## src/sv/olst_pkg.sv

```systemverilog
// olst_pkg: shared constants, types and codes of the ordered list store
// used by the cell row, the first-match finder and the top level
`timescale 1ns / 1ps

package olst_pkg;

  localparam int CAPACITY   = 64;
  localparam int DATA_WIDTH = 32;
  localparam int IDX_W      = $clog2(CAPACITY);
  localparam int CNT_W      = $clog2(CAPACITY + 1);
  localparam int POS_W      = 7;
  localparam int ACT_W      = 3;
  localparam int STAT_W     = 2;

  typedef logic [DATA_WIDTH-1:0] data_t;
  typedef logic [CNT_W-1:0]      cnt_t;
  typedef logic [IDX_W-1:0]      idx_t;

  typedef enum logic [ACT_W-1:0] {
    ACT_PUSH_FRONT = 3'd0,
    ACT_PUSH_BACK  = 3'd1,
    ACT_POP_FRONT  = 3'd2,
    ACT_POP_BACK   = 3'd3,
    ACT_INSERT     = 3'd4,
    ACT_ERASE      = 3'd5,
    ACT_FIND       = 3'd6
  } action_t;

  typedef enum logic [STAT_W-1:0] {
    ST_OK    = 2'd0,
    ST_FULL  = 2'd1,
    ST_EMPTY = 2'd2,
    ST_RANGE = 2'd3
  } status_t;

  // per-cell control for one transaction
  typedef struct packed {
    logic load;       // take the new value
    logic from_left;  // take the neighbour below (shift up)
    logic from_right; // take the neighbour above (shift down)
    logic cmp_en;     // capture the compare result
    logic valid;      // cell lies below the element count
  } cell_ctl_t;

endpackage

```

## src/sv/olst_first_match.sv

```systemverilog
// olst_first_match: lowest set bit of the cell hit vector and its index
// uses olst_pkg
`timescale 1ns / 1ps

module olst_first_match (
  input  logic [olst_pkg::CAPACITY-1:0] hits,
  output logic                          found,
  output olst_pkg::idx_t                index
);
  import olst_pkg::*;

  logic [CAPACITY-1:0] lowest;
  idx_t                idx_acc;

  // isolate the lowest hit, then encode the single remaining bit
  assign lowest = hits & (~hits + CAPACITY'(1));

  always_comb begin
    idx_acc = '0;
    for (int i = 0; i < CAPACITY; i++) begin
      if (lowest[i]) begin
        idx_acc = idx_acc | IDX_W'(i);
      end
    end
  end

  assign found = |hits;
  assign index = idx_acc;

endmodule

```

## config.mk

```make
export PLATFORM = sky130hd
export DESIGN_NAME = olst_first_match
export DESIGN_NICKNAME = d
export VERILOG_FILES = /design/src/sv/olst_pkg.sv /design/src/sv/olst_first_match.sv
export SDC_FILE = /design/constraint.sdc
export NUM_CORES = 1
export LEC_CHECK = 0
export BUFFER_PORTS_ARGS = -buffer_cell sky130_fd_sc_hd__buf_2
export CORE_MARGIN = 4
export CORE_UTILIZATION = 51
export DETAILED_ROUTE_END_ITERATION = 16
export GPL_TIMING_DRIVEN = 0
export PLACE_DENSITY_LB_ADDON = 0.3
export SYNTH_ARGS = -nofsm -noshare
export SYNTH_HDL_FRONTEND = slang
export SYNTH_SLANG_ARGS = --single-unit
export TNS_END_PERCENT = 50
```

## constraint.sdc

```tcl
create_clock -name vclk -period 3.95
set_clock_uncertainty 0.15 [all_clocks]
set_input_delay 0.1975 -clock vclk [all_inputs]
set_output_delay 0.1975 -clock vclk [all_outputs]
set_load 0.05 [all_outputs]
```

==> results of run 1 <==
-- worst max-delay path, delay by kind of cell --
| family | cells | cell delay [ns] |
|---|---|---|
| buf+inv | 3 | 0.58 |
| simple gates | 5 | 1.86 |
| compound gates | 2 | 0.54 |
-- routing by layer --
| metal | track usage | up-vias |
|---|---|---|
| li1 | - | 989 |
| met1 | 0.393 | 856 |
| met2 | 0.431 | 117 |
| met3 | 0.0181 | 6 |
| met4 | 0.0397 | 0 |
| met5 | 0 | - |
-- synth_stat cells (5+ instances only) --
master and number:
sky130_fd_sc_hd__nor4_1 14, sky130_fd_sc_hd__nand3_1 9, sky130_fd_sc_hd__nand2_1 14, sky130_fd_sc_hd__nor3_1 20, sky130_fd_sc_hd__or3_1 7, sky130_fd_sc_hd__nand4_1 11
sky130_fd_sc_hd__nor3b_1 5, sky130_fd_sc_hd__inv_1 7, sky130_fd_sc_hd__o21ai_0 7, sky130_fd_sc_hd__a21oi_1 13, sky130_fd_sc_hd__nor2_1 32, sky130_fd_sc_hd__nand4b_1 7
-- logic make-up (layout without fill, tap and decap cells) --
family,count (synthesis),in the layout,synth area share
and+or+nand+nor,141,141,0.643
buffers and inverters,11,81,0.0374
AOI/OAI and AO/OA,54,54,0.320
-- stage by stage --
| step | setup WS (ns) | util | hold slack [ns] |
|---|---|---|---|
| 2_1_floorplan | 0.837 | - | 0.645 |
| 3_3_place_gp | 0.478 | 0.720 | 0.688 |
| 3_5_place_dp | 0.483 | 0.720 | 0.693 |
| 4_1_cts | 0.474 | 0.720 | 0.694 |
| 5_1_grt | 0.247 | 0.720 | 0.736 |
| 6_report | 0.406 | 0.720 | 0.692 |
-- path summary, 6_finish.rpt --
check             endpoint  slack [ns]  cells after the start
setup / recovery  index[1]        0.41                     10
hold / removal       found        0.69                      4
-- layout make-up --
| class | instances | area, sq um |
|---|---|---|
| tap | 28 | 35.0 |
| fill | 216 | 632 |
| timing repair buffer | 70 | 350 |
| buffer | 4 | 20.0 |
| inverter | 7 | 26.3 |
| multi-input combinational | 195 | 1190 |
-- report_power, final --
group / internal, uW / switching (uW)
combinational: 40.6 / 57.7
sequential: 0 / 0
clock: 0 / 0
-- cells in the final DEF, fill, tap and decap left out, drive strengths merged, types with 3 or more instances in the layout --
| master | Yosys | routed |
|---|---|---|
| a211oi | 3 | 3 |
| a21oi | 13 | 13 |
| a31oi | 4 | 4 |
| and2 | 5 | 5 |
| buf | 2 | 72 |
| inv | 7 | 7 |
| nand2 | 15 | 15 |
| nand3 | 9 | 9 |
| nand4 | 11 | 11 |
| nand4b | 7 | 7 |
| nor2 | 32 | 32 |
| nor2b | 4 | 4 |
| nor3 | 20 | 20 |
| nor3b | 5 | 5 |
| nor4 | 15 | 15 |
| nor4b | 3 | 3 |
| o21ai | 7 | 7 |
| or3 | 7 | 7 |
==> results.toml, run 1 <==
[synthesis]
syn-instance-count = 206
synthesis.area_sq_um = 1240
synth_sequential_area_ratio = 0
synth.yosys.warnings = 0
syn_avg_cell_area_sq_um = 6.01
ys_top_cells_by_area = "sky130_fd_sc_hd__nor2_1, sky130_fd_sc_hd__nor3_1, sky130_fd_sc_hd__nor4_1"
synthDominantCellAreaShare = 0.0971
synth_fp_nets = 270
post_synth_num_cell_types = 49
synth.largest_area_cell = "sky130_fd_sc_hd__nor2_1"

[cells_and_area]
sequential_cells = 0
n_antenna_cell = 0
n_clock_buffer = 0
syn_to_final_growth_pct = 31.1
final-instance-count-excl-fill = 304
fraction_of_final_layout_cells_with_drive_strength_greater_than_1 = 0.279
sequential_cell_area_sq_um = 0
postLayoutCellArea_sq_um = 1620
final_nets = 342

[floorplan]
row_count = 17
die_x_microns = 57.3
floorplan.initialDensity = 0.549
io-pin-count = 71
die-height_microns = 57.3
die_area_sq_um = 3280
core_area_sq_um = 2250

[pwr]
vdd.ir_drop.worst_v = 0.0000577
report.power.total_uw = 98.3
p_leak_uw = 0.000638
power_density_nw_per_um2 = 60.6

[worst_setup_path]
setup.worst_path.class = "input port to output port"
crit_path_top_delay_cell = "sky130_fd_sc_hd__nor4b_1"
critPathRequiredTime_ns = 3.60
worstSetupStartpoint = "hits[11]"
critPathArrivalTime_ns = 3.20
peak_fanout_along_the_critical_path = 9
worstSetupStartpointType = "input port"
worst_path_largest_cell_delay_ns = 0.62
crit_top_cell = "sky130_fd_sc_hd__buf_2"
timing.critical_path.cells = "buf_2 > or4_4 > or4b_1 > buf_2 > nor4b_1 > o21ai_0 > o31ai_1 > nor4_1 > nand4b_1 > buf_2"
endpoint_kind = "output port"

[sta]
fmax_mhz = 282
finalCritPeriodShare = 0.897
hold_violations = 0
timing_worst_slew_pin_value_ns = 0.821
layout_min_cycle_time_ns = 3.54
maxSlewHeadroom = 0.448
total_count_of_max_transition_violations_in_the_final_report = 0
grt_setup_unrepaired = "false"
finalSetupViolCount = 0
setup_total_negative_slack_ns = 0

[clock_tree]
cts_hold_repair.buffers = 0
cts_resized = 0
post-cts-setup-buffers = 0

[global_route]
grt_overall_usage = 0.266
grt_antenna_before_repair = 0
vias_in_the_first_global_route = 1711
grt_overflow = 0
grt_start_max_net_pins = 11
grt_first_pass_wirelength_microns = 7370

[job]
max_cap_viol_count = 0

[drt]
drc = 0
dr_wl_met3_microns = 534
route.detailed.vias_per_inst = 6.47
drt-pass1-iter-count = 5
drt.antenna.violating_nets = 0
drt-wirelength-per-cell_microns = 15.3
met2WireLength_microns = 2030
via_count = 1968
met1Wirelength_microns = 2030
drt_iter0_markers = 218
wl_microns = 4650
routed.top_layer = "met4"

[placement]
gp_congestion = 0.972
post-dp-hpwl_microns = 4010
cell_area_reported_after_detailed_placement_sq_um = 1620
port_buffers = 70
placed_cells = 304

[outcome]
run_status = "finished, final reports clean"

[hold_path]
hold_path_startpoint = "hits[63]"
min_path_type = "input port to output port"
Note: power is estimated with default switching activity, not from simulation.
==> inputs of run 2 (changes only) <==
--- a/config.mk
+++ b/config.mk
@@ -5,9 +5,9 @@
 export SDC_FILE = /design/constraint.sdc
 export NUM_CORES = 1
 export LEC_CHECK = 0
+export ABC_AREA = 1
 export BUFFER_PORTS_ARGS = -buffer_cell sky130_fd_sc_hd__buf_2
-export CORE_MARGIN = 4
-export CORE_UTILIZATION = 51
+export CORE_UTILIZATION = 60
 export DETAILED_ROUTE_END_ITERATION = 16
 export GPL_TIMING_DRIVEN = 0
 export PLACE_DENSITY_LB_ADDON = 0.3
==> run 2 against run 1 <==
Critical path depth is 3 higher. Worst hold slack better by 0.097 ns. Sequential share of layout area unchanged. Core utilization increased by 2.7 points. First-iteration DRC count is 56% higher. Sequential cell count did not move. Routed wire length up 82%. Final cell count increased by 120%. Combinational power increased by 35%. Die area up 27%. Total power grew 36%. Critical path type unchanged.
==> results.toml, run 2 <==
[pwr]
p_leak_uw = 0.00159
power.share.clock = 0
pwr-share-comb = 1.000
sequentialPowerShare = 0
net_switching_component_of_the_power_uw = 88.1
vdd.ir_drop.worst_v = 0.0000339
power_density_nw_per_um2 = 48.4
power_report.internal_total_uw = 45.2
swShare = 0.661

[cells_and_area]
n_fill_cell = 374
most_common_cell_after_layout_fill_and_taps_aside = "sky130_fd_sc_hd__nor2_1"
n_clock_buffer = 0
sequential_cells = 0
n_antenna_cell = 0
fraction_of_final_layout_cells_with_drive_strength_greater_than_1 = 0.161
syn_to_final_growth_pct = 17.8
post-route-util = 0.747
highest_count_cells_in_the_layout_ignoring_fill_and_taps = "sky130_fd_sc_hd__nor2_1, sky130_fd_sc_hd__nand2_1, sky130_fd_sc_hd__inv_1, sky130_fd_sc_hd__nand3_1, sky130_fd_sc_hd__buf_2"
final_nets = 674
postLayoutCellArea_sq_um = 2760
sequential_cell_area_sq_um = 0

[synthesis]
ys_top_cells_by_area = "sky130_fd_sc_hd__nor2_1, sky130_fd_sc_hd__nand2_1, sky130_fd_sc_hd__nand3_1"
synth.largest_area_cell = "sky130_fd_sc_hd__nor2_1"
yosysMostFrequentCell = "sky130_fd_sc_hd__nor2_1"
synth_fp_nets = 601
syn-instance-count = 537
syn_avg_cell_area_sq_um = 4.36
synth_sequential_area_ratio = 0
synth.yosys.warnings = 0
synth_top_cells_by_count = "sky130_fd_sc_hd__nor2_1, sky130_fd_sc_hd__nand2_1, sky130_fd_sc_hd__inv_1, sky130_fd_sc_hd__nand3_1, sky130_fd_sc_hd__nor2_2"
post_synth_num_cell_types = 22
synthesis.area_sq_um = 2340
synthDominantCellAreaShare = 0.266

[drt]
drt-wirelength-per-cell_microns = 12.9
wl_microns = 8450
route.detailed.vias_per_inst = 5.57
drt.antenna.violating_nets = 0
via_count = 3653
drc = 0
drt-pass1-iter-count = 8
drt_iter0_markers = 339

[clock_tree]
post-cts-setup-buffers = 0
cts_resized = 0
cts_hold_repair.buffers = 0

[worst_setup_path]
critPathArrivalTime_ns = 2.06
critPathRequiredTime_ns = 3.60
worstSetupStartpointType = "input port"
crit_top_cell = "sky130_fd_sc_hd__nor2_1"
peak_fanout_along_the_critical_path = 4
timing.critical_path.cells = "buf_2 > nor2_1 > nand2_1 > nor2_1 > nand3_1 > nor2_1 > nand2_1 > nand2_1 > nor2_1 > nand2_1 > nor2_1 > nand3_1 > buf_2"
worst_path_largest_cell_delay_ns = 0.27
endpoint_kind = "output port"
setup.worst_path.class = "input port to output port"
crit_path_top_delay_cell = "sky130_fd_sc_hd__buf_2"
worstSetupStartpoint = "hits[24]"

[sta]
hold_slack_ns = 0.789
fmax_mhz = 416
grt_setup_unrepaired = "false"
finalSetupViolCount = 0
setup_total_negative_slack_ns = 0
hold_violations = 0
maxSlewHeadroom = 0.674
layout_min_cycle_time_ns = 2.40
timing_worst_slew_pin_value_ns = 0.485
total_count_of_max_transition_violations_in_the_final_report = 0
finalCritPeriodShare = 0.609

[floorplan]
die_x_microns = 64.4
row_count = 22
core_area_sq_um = 3690
io-pin-count = 71
die-height_microns = 64.4
floorplan.initialDensity = 0.634
die_area_sq_um = 4150

[job]
max_cap_viol_count = 0

[placement]
port_buffers = 71
post-dp-hpwl_microns = 7280
cell_area_reported_after_detailed_placement_sq_um = 2760
gp_congestion = 1.05

[outcome]
run_status = "finished, final reports clean"

[global_route]
grt_overall_usage = 0.406
grt_first_pass_wirelength_microns = 13500
grt_antenna_before_repair = 0
grt_overflow = 0
grt_start_max_net_pins = 10
vias_in_the_first_global_route = 3107

[hold_path]
min_path_type = "input port to output port"
hold_path_startpoint = "hits[63]"
-- run 2: cell types whose count changed in the layout (fill, tap and decap cells not counted), sizes merged, moves of 4 or more --
cell and change:
nand2 +154, nor2 +154, a21oi -13, nor2b -4, nand3b +4, nand4 -4
o21ai -5, a31oi -4, nand4b -7, nor3 -11, or3 -6, inv +67
nor4 -15, nand3 +65
-- run 2: area by class of cell --
type	count	area, sq um	share of cell area
inverter	74	278	0.101
multi-input combinational	463	2060	0.748
tap	48	60.1	0.0218
timing repair buffer	71	355	0.129
-- run 2: logic make-up after synthesis --
logic type | after synthesis | synth area share
buffers and inverters | 74 | 0.119
AND/OR/NAND/NOR | 457 | 0.863
AO/OA/AOI/OAI | 6 | 0.0182
-- run 2: layer usage --
| metal | track usage | routed length, microns |
|---|---|---|
| met5 | 0 | 0 |
| met4 | 0.150 | 373 |
| met3 | 0.0405 | 804 |
| met2 | 0.743 | 3900 |
| met1 | 0.483 | 3370 |
-- run 2: through the flow --
stage                     worst slack [ns]  power [uW]  std cells
after global placement                1.63         127        656
after detailed placement              1.61         129        656
after CTS                             1.61         130        656
after floorplan                       2.03        63.8        537
final                                 1.55         133        656
after global routing                  1.30         146        656
-- run 2: power by group through the flow --
stage / combinational (uW) / sequential [uW] / clock (uW)
global placement: 127 / 0 / 0
floorplan: 63.8 / 0 / 0
finish: 133 / 0 / 0
global route: 146 / 0 / 0
CTS: 129 / 0 / 0
detailed placement: 129 / 0 / 0
-- run 2: worst paths after layout --
path                        to  cells after the start
worst max-delay path  index[4]                     13
worst min-delay path     found                      5
-- run 2: critical path: cells and delay by family --
family	cells	cell delay, ns
AND/OR/NAND/NOR	11	1.44
buffers and inverters	2	0.40
