`config.mk`:
```
export PLATFORM = sky130hd
export DESIGN_NAME = olst_cell
export DESIGN_NICKNAME = d
export VERILOG_FILES = /design/src/sv/olst_pkg.sv /design/src/sv/olst_cell.sv
export SDC_FILE = /design/constraint.sdc
export NUM_CORES = 1
export LEC_CHECK = 0
export ABC_AREA = 1
export BUFFER_PORTS_ARGS = -buffer_cell sky130_fd_sc_hd__buf_2
export CELL_PAD_IN_SITES_DETAIL_PLACEMENT = 1
export CELL_PAD_IN_SITES_GLOBAL_PLACEMENT = 1
export CORE_UTILIZATION = 31
export DETAILED_ROUTE_END_ITERATION = 8
export PLACE_DENSITY_LB_ADDON = 0.1
export SLEW_MARGIN = 0
export SYNTH_ARGS = -nofsm -noshare
export SYNTH_HDL_FRONTEND = slang
export SYNTH_SLANG_ARGS = --single-unit
```
`constraint.sdc`:
```
create_clock -name clk -period 4.08 [get_ports clk]
set_clock_uncertainty 0.05 [all_clocks]
set_input_delay 0.816 -clock clk [delete_from_list [all_inputs] [get_ports clk]]
set_output_delay 0.816 -clock clk [all_outputs]
set_load 0.02 [all_outputs]
```
`src/sv/olst_pkg.sv`:
```
// olst_pkg: shared constants, types and codes of the ordered list store
// used by the cell row, the first-match finder and the top level
`timescale 1ns / 1ps

package olst_pkg;

  localparam int CAPACITY   = 64;
  localparam int DATA_WIDTH = 32;
  localparam int IDX_W      = $clog2(CAPACITY);
  localparam int CNT_W      = $clog2(CAPACITY + 1);
  localparam int POS_W      = 7;
  localparam int ACT_W      = 3;
  localparam int STAT_W     = 2;

  typedef logic [DATA_WIDTH-1:0] data_t;
  typedef logic [CNT_W-1:0]      cnt_t;
  typedef logic [IDX_W-1:0]      idx_t;

  typedef enum logic [ACT_W-1:0] {
    ACT_PUSH_FRONT = 3'd0,
    ACT_PUSH_BACK  = 3'd1,
    ACT_POP_FRONT  = 3'd2,
    ACT_POP_BACK   = 3'd3,
    ACT_INSERT     = 3'd4,
    ACT_ERASE      = 3'd5,
    ACT_FIND       = 3'd6
  } action_t;

  typedef enum logic [STAT_W-1:0] {
    ST_OK    = 2'd0,
    ST_FULL  = 2'd1,
    ST_EMPTY = 2'd2,
    ST_RANGE = 2'd3
  } status_t;

  // per-cell control for one transaction
  typedef struct packed {
    logic load;       // take the new value
    logic from_left;  // take the neighbour below (shift up)
    logic from_right; // take the neighbour above (shift down)
    logic cmp_en;     // capture the compare result
    logic valid;      // cell lies below the element count
  } cell_ctl_t;

endpackage

```
`src/sv/olst_cell.sv`:
```
// olst_cell: one entry of the list, with its neighbour links and a
// registered equality flag; uses olst_pkg
`timescale 1ns / 1ps

module olst_cell (
  input  logic              clk,
  input  olst_pkg::cell_ctl_t ctl,
  input  olst_pkg::data_t   left_data,
  input  olst_pkg::data_t   right_data,
  input  olst_pkg::data_t   new_data,
  output olst_pkg::data_t   data,
  output logic              hit
);
  import olst_pkg::*;

  data_t data_r;
  logic  hit_r;

  always_ff @(posedge clk) begin
    if (ctl.load) begin
      data_r <= new_data;
    end else if (ctl.from_left) begin
      data_r <= left_data;
    end else if (ctl.from_right) begin
      data_r <= right_data;
    end
    // compare uses the contents before this transaction's shift
    if (ctl.cmp_en) begin
      hit_r <= ctl.valid && (data_r == new_data);
    end
  end

  assign data = data_r;
  assign hit  = hit_r;

endmodule

```
==> results of run 1 <==
## cell families after synthesis
group / synth area share
AND/OR/NAND/NOR: 0.216
buffers and inverters: 0.113
XOR/XNOR: 0.0357
AO/OA/AOI/OAI: 0.188
flip-flops: 0.448
## cells in the final DEF (no fill, tap or decap)
master    Yosys  layout
buf_12        0       1
o21ai_1       4       4
xnor2_1       6       6
buf_4         2       1
edfxtp_1     33      33
nor2_1       31      31
a22oi_1      20      20
clkbuf_8      0       5
nand3_1       2       2
o21ai_0       1       1
o211ai_1      2       2
inv_1        33      33
clkbuf_1      0       1
inv_2         7       7
nand2_1      92      92
buf_2         9     134
clkinv_2      1       3
xor2_1        3       3
nor3_1        1       1
a21oi_1      45      45
## report_power, final
group          switching, mW  internal [mW]  total (mW)
Sequential            0.0276          0.419       0.447
Combinational          0.171          0.112       0.283
Clock                  0.125          0.118       0.244
Total                  0.324          0.650       0.974
## state kept, by name (all words and copies together), names as in the netlist
signal  flops
data       32
hit         1
## final cells by class
type	count	area [sq um]	area share
multi-input combinational	207	971	0.322
sequential	33	991	0.328
clock inverter	2	10.0	0.00332
inverter	41	155	0.0514
tap	96	120	0.0398
timing repair buffer	136	698	0.231
clock buffer	6	72.6	0.0240
## worst max path at each step
stage / from / to / slack (ns)
after floorplan: ctl[3] / data[0]$_DFFE_PP_ / 1.77
after global placement: ctl[3] / data[18]$_DFFE_PP_ / 1.44
after detailed placement: ctl[3] / data[31]$_DFFE_PP_ / 1.41
after CTS: ctl[3] / data[13]$_DFFE_PP_ / 1.72
after global routing: ctl[3] / data[4]$_DFFE_PP_ / 1.65
final: ctl[3] / data[20]$_DFFE_PP_ / 1.73
## metrics by stage
stage	instance area (sq um)	hold WS, ns
3_3_place_gp	2940	0.734
6_report	3020	0.669
5_1_grt	3020	0.661
2_1_floorplan	2210	0.825
3_5_place_dp	2940	0.745
4_1_cts	3020	0.661
## layer usage
layer	wire, um	GRT usage
met3	539	0.0505
met1	3070	0.227
met4	97	0.0545
met5	0	0
met2	3810	0.377
## worst max-delay path, cell delays in order
cell and delay (ns):
buf_2 0.54, nor2_1 0.12, nand2_1 0.54, buf_12 0.26
==> metrics.txt, run 1 <==
status=completed; core area=6830 sq um; vias per inst=about 4.7; Synth area leader=edfxtp_1; RR Endpoint=hit$_DFFE_PP_; Hold Buf Count CTS=0; ranking of synthesized cells by area=edfxtp_1 45%, nand2_1 16%, a21oi_1 10%; CTS root buf=clkbuf_8; critical path arrival=2.30 ns; Setup WS post-layout=1.73 ns; CTS Buf Count=5; Mapped Cells=295; area growth from synthesis to layout=36.5%; RSZ-0062 raised after global routing=false; # port buffers=134; Worst Hold End=hit$_DFFE_PP_; hold path depth=1; Die Y=86.5 um; Clk Latency, worst-skew pair=between 0.2 and 0.3 ns; area fraction of the dominant cell type after synthesis=0.448; Finish-stage setup viols=0; crit path time final=2.35 ns; Req. time, crit path=4.03 ns; #FFs+latches synth=33; global route overflow=0; Hold Crit Class=input pin to flop; Placed Cells=513; Residual DRC=0; CTS resizes=0; clk sinks=33; PwrDens=323 nW/um^2; Slew @ Worst Pin=0.701 ns; Hold Vio Cnt, Final=0; Finished Layout Cells=521; part of the Yosys area used for sequential elements=0.448; DIE AREA=7470 sq um; Final period util=0.575; syn nets=397; reg-to-reg startpoint=data[20]$_DFFE_PP_; CP max FO=34; CTS tree=yes; Via Count=2450; top-count cell post-synth=nand2_1; Async S/R FF share, synth=0; synth warn=0; DRT antenna net count=0; Max-slew headroom=0.533; post-synth cell types=18; n_diodes=0; Register-to-Register Path Depth=7; DRT iter0 DRCs=56; Worst Setup Slack post-DPL=1.41 ns; most common library cells after synthesis=92 x nand2_1, 45 x a21oi_1, 33 x edfxtp_1, 33 x inv_1, 31 x nor2_1; Util after Layout=0.442; maximum clock path buffer count=2; WL final=7520 um; kind of end point of the critical path=flop; Mean Syn Cell Area=7.49 sq um; I/O pin count=about 140; number of flops mapped to enable cells by yosys=33; H-Tree Depth=2; worst reg2reg setup slack=between 2 and 3 ns; vias in the first global route=2473; Fillers=930; Setup TNS=0 ns; total of max-cap violations=0; Final nets=between 500 and 600; Die X=86.5 um; drt pass-1 iters=4; first-pass GRT wire length=11400 um; post-CTS setup buffer count=0; worst IR drop on VDD=around 110 uV; Max Slew Vio Count=0; pin count of the biggest net entering global routing=53; P_leak=1.58 nW; share of layout cells above drive strength 1=0.355; Power Total=0.974 mW; crit path kind=input pin to flop; Total GRT Usage=0.202; num rows=30; Worst Setup Start Kind=input pin; Clock transition at path regs=~0.070 ns; synthesized cell area=approximately 2200 sq um; Final GP Congestion=0.737; WL per Instance=14.4 um; initial core utilization=0.324; antenna violations before repair=0; ys flop type=edfxtp_1; Highest Clock Rate=roughly 0.43 GHz; placed wire-length estimate=5890 um; hold_sp=ctl[1]
(Power assumes the default switching activity.)
==> inputs of run 2 (changes only) <==
--- a/config.mk
+++ b/config.mk
@@ -9,7 +9,7 @@
 export BUFFER_PORTS_ARGS = -buffer_cell sky130_fd_sc_hd__buf_2
 export CELL_PAD_IN_SITES_DETAIL_PLACEMENT = 1
 export CELL_PAD_IN_SITES_GLOBAL_PLACEMENT = 1
-export CORE_UTILIZATION = 31
+export CORE_UTILIZATION = 26
 export DETAILED_ROUTE_END_ITERATION = 8
 export PLACE_DENSITY_LB_ADDON = 0.1
 export SLEW_MARGIN = 0
==> constraint.sdc (replaced) <==
create_clock -name clk -period 1.93 [get_ports clk]
set_clock_uncertainty 0.05 [all_clocks]
set_input_delay 0.386 -clock clk [delete_from_list [all_inputs] [get_ports clk]]
set_output_delay 0.386 -clock clk [all_outputs]
set_load 0.02 [all_outputs]
==> metrics.txt, run 2 (synthesis gave the netlist of run 1 again) <==
DIE AREA=8880 sq um; Final period util=0.694; Worst Setup Slack post-DPL=0.270 ns; CP Depth=1; core area=approximately 8200 sq um; CP Capture Point=data[17]; Util after Layout=0.372; Final GP Congestion=0.763; Net Sw Power=0.686 mW; Max-slew headroom=0.792; Finish-stage setup viols=0; critical path arrival=roughly 0.90 ns; # port buffers=134; vias in the first global route=2439; status=completed; pin count of the biggest net entering global routing=25; kind of end point of the critical path=primary output; Int Pwr=1.37 mW; Power Total=2.06 mW; placed wire-length estimate=6120 um; global route overflow=0; initial core utilization=0.269; placed inst area=2980 sq um; Hold Buf Count CTS=0; Via Count=between 2000 and 2500; Sw Ratio=0.333; total of max-cap violations=0; Final nets=530; Hold Vio Cnt, Final=0; vias per inst=4.44; Hold Crit Class=input pin to flop; CTS resizes=0; crit path kind=flop to primary output; share of layout cells above drive strength 1=0.359; drt pass-1 iters=4; area growth from synthesis to layout=38.3%; Worst Setup Start Kind=flop; Clock transition at path regs=roughly 0.080 ns; part of the power in registers=0.457; worst path buffer plus inverter count=1; CP Cell Sequence=buf_2; Die X=94.2 um; WL per Instance=14.5 um; P_leak=1.60 nW; reg-to-reg startpoint=data[1]$_DFFE_PP_; Clock power frac=0.250; DRT iter0 DRCs=64; most frequent cells in the layout=134 x buf_2, 92 x nand2_1, 45 x a21oi_1; CTS tree=yes; crit path time final=roughly 1.3 ns; Slew @ Worst Pin=between 0.3 and 0.4 ns; Total GRT Usage=0.179; post-route cell area=3060 sq um; Setup WS post-layout=slightly below 0.6 ns; antenna violations before repair=0; CP max FO=3; Clk Latency, worst-skew pair=0.29 ns; worst IR drop on VDD=249 uV; num rows=33; maximum clock path buffer count=2; Max stage delay on crit path=about 0.43 ns; worst reg2reg setup slack=0.63 ns; post-CTS setup buffer count=0; n_diodes=0; RSZ-0062 raised after global routing=false; kind of cell adding the most delay to the critical path=flip-flops; RR Endpoint=hit$_DFFE_PP_; I/O pin count=about 140; first-pass GRT wire length=12000 um; H-Tree Depth=2; CTS root buf=clkbuf_8; CTS Buf Count=5; Die Y=roughly 94 um; DRT antenna net count=0; Critical Path Slowest Stage Cell=edfxtp_1; Req. time, crit path=1.49 ns; PwrDens=673 nW/um^2; commonest non-fill, non-tap cell in the layout=buf_2; Residual DRC=0; Comb power frac=0.293; clk sinks=33; Highest Clock Rate=0.747 GHz; Max Slew Vio Count=0; Crit. Startpoint=data[17]$_DFFE_PP_; Register-to-Register Path Depth=7; Setup TNS=0 ns; max FFs per register=32; WL final=7720 um
run 2: changes by cell type in the layout (fill, tap and decap cells not counted), sizes merged:
cell,change
buf,+4
clkbuf,-1
clkinv,+1
run 2: cell type report:
cell class / instances / area (sq um)
timing repair buffer: 140 / 728
clock inverter: 3 / 12.5
multi-input combinational: 207 / 971
clock buffer: 5 / 68.8
inverter: 41 / 155
tap: 105 / 131
fill: 1104 / 5160
sequential: 33 / 991
run 2: how the worst min path moves through the flow:
stage | from | end | slack, ns | cells past startpoint
floorplan | ctl[1] | hit$_DFFE_PP_ | 0.45 | 0
global placement | ctl[1] | hit$_DFFE_PP_ | 0.53 | 1
detailed placement | ctl[1] | hit$_DFFE_PP_ | 0.54 | 1
CTS | ctl[1] | hit$_DFFE_PP_ | 0.23 | 1
global route | ctl[1] | hit$_DFFE_PP_ | 0.23 | 1
finish | ctl[1] | hit$_DFFE_PP_ | 0.24 | 1
run 2: per-stage QoR:
| step | hold WS, ns | instances |
|---|---|---|
| after detailed placement | 0.542 | 526 |
| final | 0.238 | 534 |
| after CTS | 0.227 | 534 |
| after floorplan | 0.448 | 295 |
| after global placement | 0.534 | 526 |
| after global routing | 0.228 | 534 |
run 2: per-layer routing:
layer | vias up | track usage | wire (um)
li1 | 1229 | - | -
met1 | 1052 | 0.221 | 3330
met2 | 86 | 0.306 | 3750
met3 | 6 | 0.0502 | 578
met4 | 0 | 0.0423 | 58
met5 | - | 0 | 0
run 2: power by group through the flow:
stage	combinational [mW]	clock, mW	sequential, mW
2_1_floorplan	0.248	0	1.06
6_report	0.603	0.514	0.941
5_1_grt	0.675	0.553	0.954
3_3_place_gp	0.608	0	0.954
3_5_place_dp	0.615	0	0.959
4_1_cts	0.617	0.537	0.943
==> inputs of run 3 (changes only) <==
==> constraint.sdc (replaced) <==
create_clock -name clk -period 1.2 [get_ports clk]
set_clock_uncertainty 0.05 [all_clocks]
set_input_delay 0.24 -clock clk [delete_from_list [all_inputs] [get_ports clk]]
set_output_delay 0.24 -clock clk [all_outputs]
set_load 0.02 [all_outputs]
==> metrics.txt, run 3 (synthesis gave the netlist of run 1 again) <==
status=finished with violations; failing checks=setup timing; worst IR drop on VDD=between 300 and 400 uV; initial core utilization=0.269; num rows=33; Net Sw Power=1.16 mW; Residual DRC=0; Critical Path Slowest Stage Cell=edfxtp_1; clk sinks=33; Hold Crit Class=input pin to flop; commonest non-fill, non-tap cell in the layout=buf_2; share of layout cells above drive strength 1=0.379; CTS tree=yes; CTS root buf=clkbuf_8; Max Slew Vio Count=0; met2 Resource Use GR=0.318; Final period util=1.07; vias in the first global route=2457; WL per Instance=about 14 um; area growth from synthesis to layout=49.9%; crit path kind=flop to flop; maximum clock path buffer count=2; I/O pin count=about 140; most used routing layer=met2; RSZ-0062 raised after global routing=true; Finish-stage setup viols=4; met3 GRT Util=0.0494; Int Pwr=2.35 mW; Clock transition at path regs=0.08 ns; RR Endpoint=hit$_DFFE_PP_; Die X=94.2 um; Setup WS post-layout=-0.0890 ns; Max-slew headroom=0.812; crit path time final=1.29 ns; WL final=7540 um; CTS Buf Count=5; Hold Vio Cnt, Final=0; placed inst area=around 3000 sq um; DRT antenna net count=0; Final nets=536; kind of end point of the critical path=flop; Fillers=1057; DIE AREA=8880 sq um; total of max-cap violations=0; worst reg2reg setup slack=-0.09 ns; CP Cell Sequence=nand2_1, nand2_1, nor2_1, nand2_1, nor2_1, nand3_1, nor2_1; Final GP Congestion=0.743; part of the power in registers=0.438; placed wire-length estimate=6080 um; Total GRT Usage=0.173; core area=8220 sq um; critical path arrival=1.39 ns; most frequent cells in the layout=112 x buf_2, 91 x nand2_1, 45 x a21oi_1; antenna violations before repair=0; Sw Ratio=0.330; P_leak=around 1.7 nW; vias per inst=4.54; Comb power frac=0.319; max FFs per register=32; drt pass-1 iters=4; Via Count=between 2000 and 2500; Power Total=3.51 mW; PwrDens=~1100 nW/um^2; first-pass GRT wire length=between 10000 and 15000 um; CP max FO=3; GRT met1 Usage=0.195; Worst Setup Start Kind=flop; Die Y=94.2 um; Highest Clock Rate=0.776 GHz; n_diodes=0; hold path depth=1; Register-to-Register Path Depth=7; Crit. Startpoint=data[3]$_DFFE_PP_; Req. time, crit path=approximately 1.3 ns; global route overflow=0; # port buffers=134; post-route cell area=3310 sq um; H-Tree Depth=2; Clock power frac=0.243; Max stage delay on crit path=roughly 0.45 ns; pin count of the biggest net entering global routing=33; DRT iter0 DRCs=40; CP Capture Point=hit$_DFFE_PP_; Slew @ Worst Pin=between 0.2 and 0.3 ns; reg-to-reg startpoint=data[3]$_DFFE_PP_; Clk Latency, worst-skew pair=0.29 ns
run 3: through the flow:
step,instances,hold WS [ns],util,setup WS (ns),TNS [ns]
4_1_cts,538,0.0822,0.385,-0.0856,-0.106
3_5_place_dp,530,0.396,0.373,-0.0464,-0.0464
5_1_grt,540,0.0848,0.403,-0.158,-0.635
3_3_place_gp,530,0.404,0.373,-0.0553,-0.0553
2_1_floorplan,295,0.302,-,0.00502,0
6_report,540,0.0906,0.403,-0.0890,-0.223
run 3: how the worst min path moves through the flow:
stage / start / endpoint
5_1_grt: ctl[1] / hit$_DFFE_PP_
2_1_floorplan: ctl[1] / hit$_DFFE_PP_
3_3_place_gp: ctl[1] / hit$_DFFE_PP_
3_5_place_dp: ctl[1] / hit$_DFFE_PP_
6_report: ctl[1] / hit$_DFFE_PP_
4_1_cts: ctl[1] / hit$_DFFE_PP_
run 3: repair_timing:
action	CTS	global route
setup endpoints to repair	5	28
pin swaps	0	0
hold buffers	0	0
setup buffers	0	2
resized for setup	4	43
run 3: layer usage:
metal  wire, um  part of all wire
met1       3070              0.41
met2       3810              0.51
met3        573             0.076
met4         85             0.011
met5          0                 0
run 3: critical path: cells and delay by family, from the launching register on:
family           cells  cell delay, ns
flip-flops           1            0.45
AND/OR/NAND/NOR      7            0.67
run 3: layout make-up:
type	count	area, sq um	area share
inverter	41	155	0.0468
timing repair buffer	146	952	0.287
sequential	33	991	0.299
clock buffer	5	68.8	0.0208
multi-input combinational	207	997	0.301
tap	105	131	0.0397
clock inverter	3	17.5	0.00529
run 3: power by group through the flow:
stage               Clock (mW)  Sequential [mW]  Combinational [mW]
floorplan                    0             1.70               0.408
global placement             0             1.54                1.01
detailed placement           0             1.55                1.02
CTS                      0.882             1.52                1.03
global route             0.922             1.56                1.25
finish                   0.854             1.54                1.12
